`src/sv/assert_macros.svh`:
```
// Assertion helpers used by the RTL.
`ifndef ASSERT_MACROS_SVH
`define ASSERT_MACROS_SVH

// Same-cycle implication.
`define ASSERT_IMPLY(label, clk, rst, ante, cons, msg) \
  label: assert property (@(posedge clk) disable iff (rst) (ante) |-> (cons)) \
    else $error(msg);

// Next-cycle implication.
`define ASSERT_NEXT(label, clk, rst, ante, cons, msg) \
  label: assert property (@(posedge clk) disable iff (rst) (ante) |=> (cons)) \
    else $error(msg);

`endif

```
`src/sv/lfpm_pkg.sv`:
```
package lfpm_pkg;

  // shared multiplier operand and result widths
  localparam int OPA_W  = 25;
  localparam int OPB_W  = 17;
  localparam int PROD_W = OPA_W + OPB_W;
  localparam int ACC_W  = 33;

  localparam int CFG_IDX_W  = 3;
  localparam int CFG_DATA_W = 16;

  localparam logic signed [6:0]  W_OUTER = 7'sd20;
  localparam logic signed [6:0]  W_INNER = 7'sd12;

  localparam logic signed [11:0] SPEED_REVERSE  = -12'sd800;
  localparam logic signed [11:0] SPEED_TURN     = 12'sd900;
  localparam logic signed [11:0] SPEED_STRAIGHT = 12'sd1200;
  localparam logic signed [11:0] SPEED_STOP     = 12'sd0;

  // 1177/1024 back scale, applied as acc*1177 >> 18
  localparam logic signed [OPB_W-1:0] BACK_SCALE = 17'sd1177;
  // any |acc| beyond this saturates the back drive anyway
  localparam logic signed [ACC_W-1:0] BACK_CLAMP = 33'sd4194304;

  localparam logic [15:0] PROP_GAIN_RST  = 16'd5120;
  localparam logic [13:0] INTEG_LIM_RST  = 14'd10000;
  localparam logic [12:0] PWM_LIM_RST    = 13'd6000;

  typedef enum logic [CFG_IDX_W-1:0] {
    REG_PROP_GAIN  = 3'd0,
    REG_INTEG_GAIN = 3'd1,
    REG_DERIV_GAIN = 3'd2,
    REG_POLARITY   = 3'd3,
    REG_INTEG_LIM  = 3'd4,
    REG_PWM_LIM    = 3'd5
  } cfg_reg_t;

  typedef struct packed {
    logic mul_en;
    logic acc_load;
    logic acc_add;
  } mac_ctl_t;

endpackage

```
`src/sv/lfpm_if.sv`:
```
interface lfpm_in_if;
  logic valid;
  logic ready;
  logic outer_left_raw;
  logic inner_left_raw;
  logic inner_right_raw;
  logic outer_right_raw;
  logic run_enable;

  modport source (output valid, outer_left_raw, inner_left_raw, inner_right_raw,
                  outer_right_raw, run_enable, input ready);
  modport sink (input valid, outer_left_raw, inner_left_raw, inner_right_raw,
                outer_right_raw, run_enable, output ready);
endinterface

interface lfpm_out_if;
  logic               valid;
  logic               ready;
  logic signed [13:0] drive_left;
  logic signed [13:0] drive_right;
  logic signed [13:0] drive_back;
  logic signed [6:0]  line_error;

  modport source (output valid, drive_left, drive_right, drive_back, line_error,
                  input ready);
  modport sink (input valid, drive_left, drive_right, drive_back, line_error,
                output ready);
endinterface

interface lfpm_cfg_if;
  logic        valid;
  logic        ready;
  logic [2:0]  index;
  logic [15:0] data;

  modport source (output valid, index, data, input ready);
  modport sink (input valid, index, data, output ready);
endinterface

```
`src/sv/line_follow_pid_motor_mix_top.sv`:
```
// channel | dir | modport            | payload
// sens    | in  | lfpm_in_if.sink    | four raw sensor bits, run_enable
// drv     | out | lfpm_out_if.source | drive_left/right/back, line_error
// cfg     | in  | lfpm_cfg_if.sink   | index, data (always ready)
//
// From accept to the result register an item steps through ST_PROP, ST_INTEG,
// ST_DERIV, ST_SUM, ST_BACK and ST_MIX: one 25x17 multiplier is stepped through
// the P, I, D and back-scale products. sens.ready returns as the result loads.
// sens.ready is high only while the sequencer is idle; a waiting result
// does not block the next accept, but a second result holds the last step.
// rst is synchronous: config registers return to defaults, PID state clears.
`include "assert_macros.svh"

module line_follow_pid_motor_mix_top import lfpm_pkg::*; (
  input logic       clk,
  input logic       rst,
  lfpm_in_if.sink   sens,
  lfpm_out_if.source drv,
  lfpm_cfg_if.sink  cfg
);

  typedef enum logic [2:0] {
    ST_IDLE, ST_PROP, ST_INTEG, ST_DERIV, ST_SUM, ST_BACK, ST_MIX
  } state_t;

  state_t state;

  logic [15:0] prop_gain, integ_gain, deriv_gain;
  logic        line_polarity;
  logic [13:0] integ_limit;
  logic [12:0] pwm_limit;

  logic signed [14:0] err_sum;
  logic signed [6:0]  last_err;
  logic signed [11:0] base_speed;

  logic signed [6:0]  err;
  logic signed [7:0]  diff;
  logic               run_q;
  logic               wz_q;

  logic               out_valid;
  logic signed [13:0] left_q, right_q, back_q;
  logic signed [6:0]  lerr_q;

  // ---------------- accept-cycle error, integral and base speed
  logic               al, bl, cl, dl;
  logic signed [6:0]  e_pos, e_new, e_mag;
  logic               wz, turn;
  logic signed [15:0] sum16, lim16;
  logic signed [14:0] sum_next;
  logic signed [7:0]  diff_next;
  logic signed [11:0] base_next;
  logic               accept;

  assign accept = sens.valid && sens.ready;

  // a sensor contributes iff its raw bit is 0; polarity sets the sign
  assign al = !sens.outer_left_raw;
  assign bl = !sens.inner_left_raw;
  assign cl = !sens.inner_right_raw;
  assign dl = !sens.outer_right_raw;

  always_comb begin
    e_pos = (al ? W_OUTER : 7'sd0) + (bl ? W_INNER : 7'sd0)
          - (cl ? W_INNER : 7'sd0) - (dl ? W_OUTER : 7'sd0);
    e_new = line_polarity ? e_pos : -e_pos;
    e_mag = e_new[6] ? -e_new : e_new;
    wz    = e_mag < 7'sd10;
    turn  = e_mag >= 7'sd30;

    sum16 = {err_sum[14], err_sum} + {{9{e_new[6]}}, e_new};
    lim16 = {2'b00, integ_limit};
    if (sum16 > lim16) begin
      sum_next = lim16[14:0];
    end else if (sum16 < -lim16) begin
      sum_next = 15'(-lim16);
    end else begin
      sum_next = sum16[14:0];
    end

    diff_next = {e_new[6], e_new} - {last_err[6], last_err};

    base_next = base_speed;
    if (line_polarity) begin
      if (al && bl && cl && dl) begin
        base_next = SPEED_REVERSE;
      end else if (turn) begin
        base_next = SPEED_TURN;
      end else begin
        base_next = SPEED_STRAIGHT;
      end
    end else begin
      if (!al && !bl && !cl && !dl) begin
        base_next = SPEED_REVERSE;
      end else if (!wz) begin
        base_next = SPEED_STOP;
      end
    end
  end

  // ---------------- shared multiplier
  mac_ctl_t                  mac_ctl;
  logic signed [OPA_W-1:0]   op_a;
  logic signed [OPB_W-1:0]   op_b;
  logic signed [PROD_W-1:0]  prod;
  logic signed [ACC_W-1:0]   acc;
  logic signed [ACC_W-1:0]   acc_cl;

  lfpm_mac u_mac (
    .clk  (clk),
    .ctl  (mac_ctl),
    .op_a (op_a),
    .op_b (op_b),
    .prod (prod),
    .acc  (acc)
  );

  always_comb begin
    if (acc > BACK_CLAMP) begin
      acc_cl = BACK_CLAMP;
    end else if (acc < -BACK_CLAMP) begin
      acc_cl = -BACK_CLAMP;
    end else begin
      acc_cl = acc;
    end

    mac_ctl = '0;
    op_a    = '0;
    op_b    = '0;
    case (state)
      ST_PROP: begin
        mac_ctl.mul_en = 1'b1;
        op_a = {{(OPA_W-7){err[6]}}, err};
        op_b = {1'b0, prop_gain};
      end
      ST_INTEG: begin
        mac_ctl.mul_en   = 1'b1;
        mac_ctl.acc_load = 1'b1;
        op_a = {{(OPA_W-15){err_sum[14]}}, err_sum};
        op_b = {1'b0, integ_gain};
      end
      ST_DERIV: begin
        mac_ctl.mul_en  = 1'b1;
        mac_ctl.acc_add = 1'b1;
        op_a = {{(OPA_W-8){diff[7]}}, diff};
        op_b = {1'b0, deriv_gain};
      end
      ST_SUM: begin
        mac_ctl.acc_add = 1'b1;
      end
      ST_BACK: begin
        mac_ctl.mul_en = 1'b1;
        op_a = acc_cl[OPA_W-1:0];
        op_b = BACK_SCALE;
      end
      default: begin
        mac_ctl = '0;
      end
    endcase
  end

  // ---------------- mixing: truncate toward zero, then saturate
  function automatic logic signed [13:0] sat_drive(input logic signed [PROD_W-1:0] v,
                                                   input logic [12:0] lim);
    logic signed [PROD_W-1:0] s;
    logic signed [PROD_W-1:0] ns;
    logic signed [13:0]       r;
    s  = {{(PROD_W-13){1'b0}}, lim};
    ns = -s;
    if (v > s) begin
      r = s[13:0];
    end else if (v < ns) begin
      r = ns[13:0];
    end else begin
      r = v[13:0];
    end
    return r;
  endfunction

  logic signed [PROD_W-1:0] acc_x, base_x, lx, rx, lq, rq, bq8, bq18;
  logic signed [PROD_W-1:0] lx_adj, rx_adj, ax_adj, px_adj;
  logic                     mix_go;

  always_comb begin
    acc_x  = {{(PROD_W-ACC_W){acc[ACC_W-1]}}, acc};
    base_x = {{(PROD_W-20){base_speed[11]}}, base_speed, 8'b0};
    lx     = acc_x + base_x;
    rx     = acc_x - base_x;
    lx_adj = lx + (lx[PROD_W-1] ? PROD_W'(255) : '0);
    rx_adj = rx + (rx[PROD_W-1] ? PROD_W'(255) : '0);
    ax_adj = acc_x + (acc_x[PROD_W-1] ? PROD_W'(255) : '0);
    px_adj = prod + (prod[PROD_W-1] ? PROD_W'(262143) : '0);
    lq     = lx_adj >>> 8;
    rq     = rx_adj >>> 8;
    bq8    = ax_adj >>> 8;
    bq18   = px_adj >>> 18;
  end

  assign mix_go = (state == ST_MIX) && (!out_valid || drv.ready);

  // ---------------- sequencer, state and registers
  always_ff @(posedge clk) begin
    if (rst) begin
      state         <= ST_IDLE;
      out_valid     <= 1'b0;
      prop_gain     <= PROP_GAIN_RST;
      integ_gain    <= '0;
      deriv_gain    <= '0;
      line_polarity <= 1'b0;
      integ_limit   <= INTEG_LIM_RST;
      pwm_limit     <= PWM_LIM_RST;
      err_sum       <= '0;
      last_err      <= '0;
      base_speed    <= '0;
    end else begin
      if (cfg.valid) begin
        case (cfg.index)
          REG_PROP_GAIN:  prop_gain     <= cfg.data;
          REG_INTEG_GAIN: integ_gain    <= cfg.data;
          REG_DERIV_GAIN: deriv_gain    <= cfg.data;
          REG_POLARITY:   line_polarity <= cfg.data[0];
          REG_INTEG_LIM:  integ_limit   <= cfg.data[13:0];
          REG_PWM_LIM:    pwm_limit     <= cfg.data[12:0];
          default: ;
        endcase
      end

      if (drv.ready && !mix_go) begin
        out_valid <= 1'b0;
      end

      case (state)
        ST_IDLE: begin
          if (accept) begin
            err        <= e_new;
            diff       <= diff_next;
            run_q      <= sens.run_enable;
            wz_q       <= wz;
            err_sum    <= sum_next;
            last_err   <= e_new;
            base_speed <= base_next;
            state      <= ST_PROP;
          end
        end
        ST_PROP:  state <= ST_INTEG;
        ST_INTEG: state <= ST_DERIV;
        ST_DERIV: state <= ST_SUM;
        ST_SUM:   state <= ST_BACK;
        ST_BACK:  state <= ST_MIX;
        ST_MIX: begin
          if (mix_go) begin
            out_valid <= 1'b1;
            lerr_q    <= err;
            if (run_q) begin
              left_q  <= sat_drive(lq, pwm_limit);
              right_q <= sat_drive(rq, pwm_limit);
              back_q  <= sat_drive(wz_q ? bq18 : bq8, pwm_limit);
            end else begin
              left_q  <= '0;
              right_q <= '0;
              back_q  <= '0;
            end
            state <= ST_IDLE;
          end
        end
        default: state <= ST_IDLE;
      endcase
    end
  end

  assign sens.ready      = (state == ST_IDLE);
  assign cfg.ready       = 1'b1;
  assign drv.valid       = out_valid;
  assign drv.drive_left  = left_q;
  assign drv.drive_right = right_q;
  assign drv.drive_back  = back_q;
  assign drv.line_error  = lerr_q;

  `ASSERT_NEXT(a_accept_starts, clk, rst, accept, state == ST_PROP, "sequencer did not start on accept")
  `ASSERT_NEXT(a_mix_loads, clk, rst, mix_go, drv.valid && state == ST_IDLE, "result beat not loaded")
  `ASSERT_NEXT(a_stopped_zero, clk, rst, mix_go && !run_q, drv.drive_left == '0 && drv.drive_right == '0 && drv.drive_back == '0, "drives not zero while stopped")
  `ASSERT_IMPLY(a_err_range, clk, rst, drv.valid, drv.line_error <= 7'sd32 && drv.line_error >= -7'sd32, "line error out of range")

endmodule

```
`src/sv/lfpm_mac.sv`:
```
module lfpm_mac import lfpm_pkg::*; (
  input  logic                     clk,
  input  mac_ctl_t                 ctl,
  input  logic signed [OPA_W-1:0]  op_a,
  input  logic signed [OPB_W-1:0]  op_b,
  output logic signed [PROD_W-1:0] prod,
  output logic signed [ACC_W-1:0]  acc
);

  always_ff @(posedge clk) begin
    if (ctl.mul_en) begin
      prod <= op_a * op_b;
    end
    if (ctl.acc_load) begin
      acc <= prod[ACC_W-1:0];
    end else if (ctl.acc_add) begin
      acc <= acc + prod[ACC_W-1:0];
    end
  end

endmodule
```
`src/flat_wrapper.sv`:
```
// flat-port wrapper written by rule: the top's interface ports become plain ports
module line_follow_pid_motor_mix_top_flat import lfpm_pkg::*;
  (clk, rst, sens_valid, sens_outer_left_raw, sens_inner_left_raw, sens_inner_right_raw, sens_outer_right_raw, sens_run_enable, sens_ready, drv_valid, drv_drive_left, drv_drive_right, drv_drive_back, drv_line_error, drv_ready, cfg_valid, cfg_index, cfg_data, cfg_ready);
  lfpm_in_if sens_i ();
  lfpm_out_if drv_i ();
  lfpm_cfg_if cfg_i ();
  input logic clk;
  input logic rst;
  input wire logic [$bits(sens_i.valid)-1:0] sens_valid;
  input wire logic [$bits(sens_i.outer_left_raw)-1:0] sens_outer_left_raw;
  input wire logic [$bits(sens_i.inner_left_raw)-1:0] sens_inner_left_raw;
  input wire logic [$bits(sens_i.inner_right_raw)-1:0] sens_inner_right_raw;
  input wire logic [$bits(sens_i.outer_right_raw)-1:0] sens_outer_right_raw;
  input wire logic [$bits(sens_i.run_enable)-1:0] sens_run_enable;
  output wire logic [$bits(sens_i.ready)-1:0] sens_ready;
  output wire logic [$bits(drv_i.valid)-1:0] drv_valid;
  output wire logic [$bits(drv_i.drive_left)-1:0] drv_drive_left;
  output wire logic [$bits(drv_i.drive_right)-1:0] drv_drive_right;
  output wire logic [$bits(drv_i.drive_back)-1:0] drv_drive_back;
  output wire logic [$bits(drv_i.line_error)-1:0] drv_line_error;
  input wire logic [$bits(drv_i.ready)-1:0] drv_ready;
  input wire logic [$bits(cfg_i.valid)-1:0] cfg_valid;
  input wire logic [$bits(cfg_i.index)-1:0] cfg_index;
  input wire logic [$bits(cfg_i.data)-1:0] cfg_data;
  output wire logic [$bits(cfg_i.ready)-1:0] cfg_ready;
  assign sens_i.valid = sens_valid;
  assign sens_i.outer_left_raw = sens_outer_left_raw;
  assign sens_i.inner_left_raw = sens_inner_left_raw;
  assign sens_i.inner_right_raw = sens_inner_right_raw;
  assign sens_i.outer_right_raw = sens_outer_right_raw;
  assign sens_i.run_enable = sens_run_enable;
  assign sens_ready = sens_i.ready;
  assign drv_valid = drv_i.valid;
  assign drv_drive_left = drv_i.drive_left;
  assign drv_drive_right = drv_i.drive_right;
  assign drv_drive_back = drv_i.drive_back;
  assign drv_line_error = drv_i.line_error;
  assign drv_i.ready = drv_ready;
  assign cfg_i.valid = cfg_valid;
  assign cfg_i.index = cfg_index;
  assign cfg_i.data = cfg_data;
  assign cfg_ready = cfg_i.ready;
  line_follow_pid_motor_mix_top u_core (.clk(clk), .rst(rst), .sens(sens_i), .drv(drv_i), .cfg(cfg_i));
endmodule
```
`config.mk`:
```
export PLATFORM = sky130hd
export DESIGN_NAME = line_follow_pid_motor_mix_top_flat
export DESIGN_NICKNAME = d
export VERILOG_FILES = /design/src/sv/lfpm_pkg.sv /design/src/sv/lfpm_if.sv /design/src/sv/line_follow_pid_motor_mix_top.sv /design/src/sv/lfpm_mac.sv /design/src/flat_wrapper.sv
export VERILOG_INCLUDE_DIRS = /design/src /design/src/sv
export SDC_FILE = /design/constraint.sdc
export NUM_CORES = 2
export LEC_CHECK = 0
export BUFFER_PORTS_ARGS = -buffer_cell sky130_fd_sc_hd__buf_2
export CORE_MARGIN = 2
export CORE_UTILIZATION = 55
export DETAILED_ROUTE_END_ITERATION = 8
export HOLD_SLACK_MARGIN = 0.1
export PLACE_DENSITY_LB_ADDON = 0.2
export SETUP_SLACK_MARGIN = 0.2
export SLEW_MARGIN = 20
export SYNTH_ARGS = -nofsm -noshare
export SYNTH_HDL_FRONTEND = slang
export SYNTH_HIERARCHICAL = 1
export SYNTH_SLANG_ARGS = --single-unit
```
`constraint.sdc`:
```
create_clock -name clk -period 14.56 [get_ports clk]
set_input_delay 2.184 -clock clk [delete_from_list [all_inputs] [get_ports clk]]
set_output_delay 2.184 -clock clk [all_outputs]
set_load 0.005 [all_outputs]
```
==> impl_metrics.env <==
export IMPL_clkLatencyLatePin_ns=0.60
export IMPL_synthToLayoutAreaGrowth_pct=5.78
export IMPL_fin_ws_ns=3.98
export IMPL_fmax_mhz=94.5
export IMPL_wirelength_um=115000
export IMPL_ys_async_sr_fraction_pct=0
export IMPL_floorplan_die_width_um=271
export IMPL_synthTopCellsByArea="fa_1 (21%), ha_1 (14%), edfxtp_1 (10%)"
export IMPL_p_comb_share_pct=58.3
export IMPL_cts_made_buffers=29
export IMPL_grt_pass1_wl_um=185000
export IMPL_yosysTopAreaCell="fa_1"
export IMPL_postCtsSetupBuffers=0
export IMPL_outcome="finished clean"
export IMPL_drc_errors=0
export IMPL_layout_cells_non_filler=5552
export IMPL_swShare_pct=46.8
export IMPL_critPathMaxStageDelay_ns=0.77
export IMPL_finalHoldViolations=0
export IMPL_place_congestion=1.02
export IMPL_power_frac_seq_pct=23.1
export IMPL_crit_arrival_ns=10.93
export IMPL_crit_fanout=17
export IMPL_synthFlopType="edfxtp_1"
export IMPL_syn_area_mm2=0.0391
export IMPL_ys_types=98
export IMPL_first_pass_iters=6
export IMPL_grt_pass1_vias=33538
export IMPL_yosysSeqAreaShare_pct=15.7
export IMPL_path_buf_inv=3
export IMPL_pre_cts_ws_ns=4.20
export IMPL_clkPwrFrac_pct=18.6
export IMPL_place_hpwl_um=89800
export IMPL_drtIter0Drc=2691
export IMPL_cp_end_kind="flop"
export IMPL_min_path_type="reg -> reg"
export IMPL_avgViaCountPerCell=6.01
export IMPL_power_total_mw=4.07
export IMPL_die_area_mm2=0.0733
export IMPL_critPathLaunchType="flop"
export IMPL_grt_ovfl_total=0
export IMPL_slew_headroom_pct=27.3
export IMPL_avgSynthCellArea_um2=8.47
export IMPL_cp_depth=32
export IMPL_layout_drive_gt1_share_pct=5.94
export IMPL_dp_cells=5498
export IMPL_hold_depth=2
export IMPL_initial_core_util_pct=55.7
export IMPL_ys_ff_latch=240
export IMPL_r2r_cells=32
export IMPL_vdd_ir_drop_max_v=0.0000992
export IMPL_tightest_slew_ns=1.09
export IMPL_clock_skew_ns=0.0287
export IMPL_htree_levels=1
export IMPL_n_fill_cell=6357
export IMPL_clkTransAtPathRegs_ns=0.06
export IMPL_postRouteAntennaNets=0
export IMPL_wl_per_cell_um=20.7
export IMPL_vias=33362
export IMPL_worst_setup_path_type="reg -> reg"
export IMPL_cts_sink_count=240
export IMPL_slew_violations=0
export IMPL_cts_tree="yes"
export IMPL_period_minus_slack_ns=10.58
export IMPL_pwr_density_cell_mw_per_mm2=98.4
export IMPL_p_switching_mw=1.90
export IMPL_synth_edf_count=135
export IMPL_diodes=0
export IMPL_intPower_mw=2.17
export IMPL_fin_util_pct=58.9
export IMPL_fp_row_count=97
export IMPL_post_dp_cell_area_mm2=0.0404
export IMPL_nNetsFinal=5465
export IMPL_synth_top_area_share_pct=21.5
export IMPL_ys_warn_count=6
export IMPL_cap_violations=0
export IMPL_syn_inst=4619
export IMPL_cp_top_family="simple AND/OR/NAND/NOR gates"
export IMPL_required_ns=14.91
export IMPL_cts_resized_gates=0
export IMPL_clockBufferDepth=3
export IMPL_r2r_setup_slack_ns=3.98
export IMPL_slowest_stage="dfxtp_1"
export IMPL_die_y_um=271
export IMPL_whs_ns=0.455
export IMPL_rsz0062_at_grt="false"
export IMPL_finalInstanceArea_mm2=0.0414
export IMPL_core_mm2=0.0703
export IMPL_cts_root_buf="clkbuf_16"
export IMPL_fin_crit_sh_pct=72.7
export IMPL_setup_violations=0
export IMPL_holdBufCountCts=0
export IMPL_io_buffers=77
export IMPL_grtUsageTotal_pct=31.6
export IMPL_leakagePower_nw=19.2
export IMPL_io_pins=81
export IMPL_antenna_found_initial=2
export IMPL_grt_max_degree=80
export IMPL_setup_tns_ns=0
==> power groups by stage <==
stage,Sequential [mW],Combinational [mW],Clock (mW)
2_1_floorplan,0.895,1.74,0
3_3_place_gp,0.951,2.29,0
3_5_place_dp,0.951,2.31,0
4_1_cts,0.937,2.33,0.772
5_1_grt,0.947,2.64,0.793
6_report,0.940,2.37,0.759
==> synthesized netlist by cell type (all sizes together), types with 11 or more instances <==
library cell,number
o211ai,36
a21o,82
a211o,11
clkbuf,155
dfxtp,105
xnor2,152
xor2,60
a2111oi,15
nor4,31
or3,28
and2,214
o21bai,19
a21boi,13
edfxtp,135
mux2,27
nand2,604
a31oi,29
nand2b,36
nand3,88
nor3,56
nor2,234
or4,16
nand4,54
a22oi,13
o32ai,23
ha,427
a32o,11
or2,20
fa,420
o21a,45
o21ai,168
nor2b,43
o31ai,22
and3,45
mux2i,47
a211oi,43
a21oi,296
inv,607
a311oi,11
buf,33
==> cells in the final DEF, fill, tap and decap left out, drive strengths merged, types with 122 or more instances in the layout <==
| cell type | count |
|---|---|
| and2 | 214 |
| ha | 427 |
| nor2 | 234 |
| fa | 420 |
| o21ai | 168 |
| nand2 | 604 |
| a21oi | 296 |
| buf | 122 |
| edfxtp | 135 |
| inv | 612 |
| xnor2 | 152 |
==> tightest hold or removal path, stage by stage (launching register included) <==
cell and delay, ns:
dfxtp_1 0.31, nand2_1 0.05, a21oi_1 0.05
==> cell type report <==
type                    instances  area (um2)  area share, %
well taps                     940        1180           2.84
clock inverters                14         174          0.420
flip-flops and latches        240        6160           14.9
repair buffers                122         723           1.75
multi-input cells            3588       30100           72.6
clock buffers                  40         821           1.98
inverters                     608        2280           5.51
==> worst paths after layout <==
path	from	to
hold reg to reg	u_core/prop_gain[1]	u_core/prop_gain[1]
setup reg to reg	u_core/base_speed[6]	u_core/drv.drive_left[12]
hold / removal	u_core/prop_gain[1]	u_core/prop_gain[1]
setup / recovery	u_core/base_speed[6]	u_core/drv.drive_left[12]
==> routing by layer <==
layer / share of wire (%) / GRT usage [%] / vias up
met4: 3.6 / 10.9 / 0
met5: 0 / 0 / -
met1: 44 / 42.9 / 16305
met2: 47 / 53.0 / 1219
met3: 5.8 / 2.63 / 235
li1: - / - / 15603
==> logic make-up (layout without fill, tap and decap cells) <==
family                     after synthesis  after routing  synth area share (%)
and+or+nand+nor                       1513           1513                  18.8
AOI/OAI and AO/OA                      934            934                  15.7
adders and majority gates              847            847                  35.1
buffers and inverters                  797            784                  7.87
DFF                                    240            240                  15.7
xor gates and xnor gates               212            212                  4.75
muxes                                   74             74                  1.98
other                                    2              8                0.0192
==> flip-flops by register name (all words and copies together) (netlist names), 6 cells and up <==
| register | flops |
|---|---|
| u_core/deriv_gain | 16 |
| u_core/diff | 6 |
| u_core/drv.drive_back | 14 |
| u_core/drv.drive_left | 14 |
| u_core/drv.drive_right | 14 |
| u_core/err_sum | 15 |
| u_core/integ_gain | 16 |
| u_core/integ_limit | 14 |
| u_core/prop_gain | 16 |
| u_core/pwm_limit | 13 |
| u_core/u_mac/acc | 33 |
| u_core/u_mac/prod | 42 |
Power figures use the tool's default switching activity.
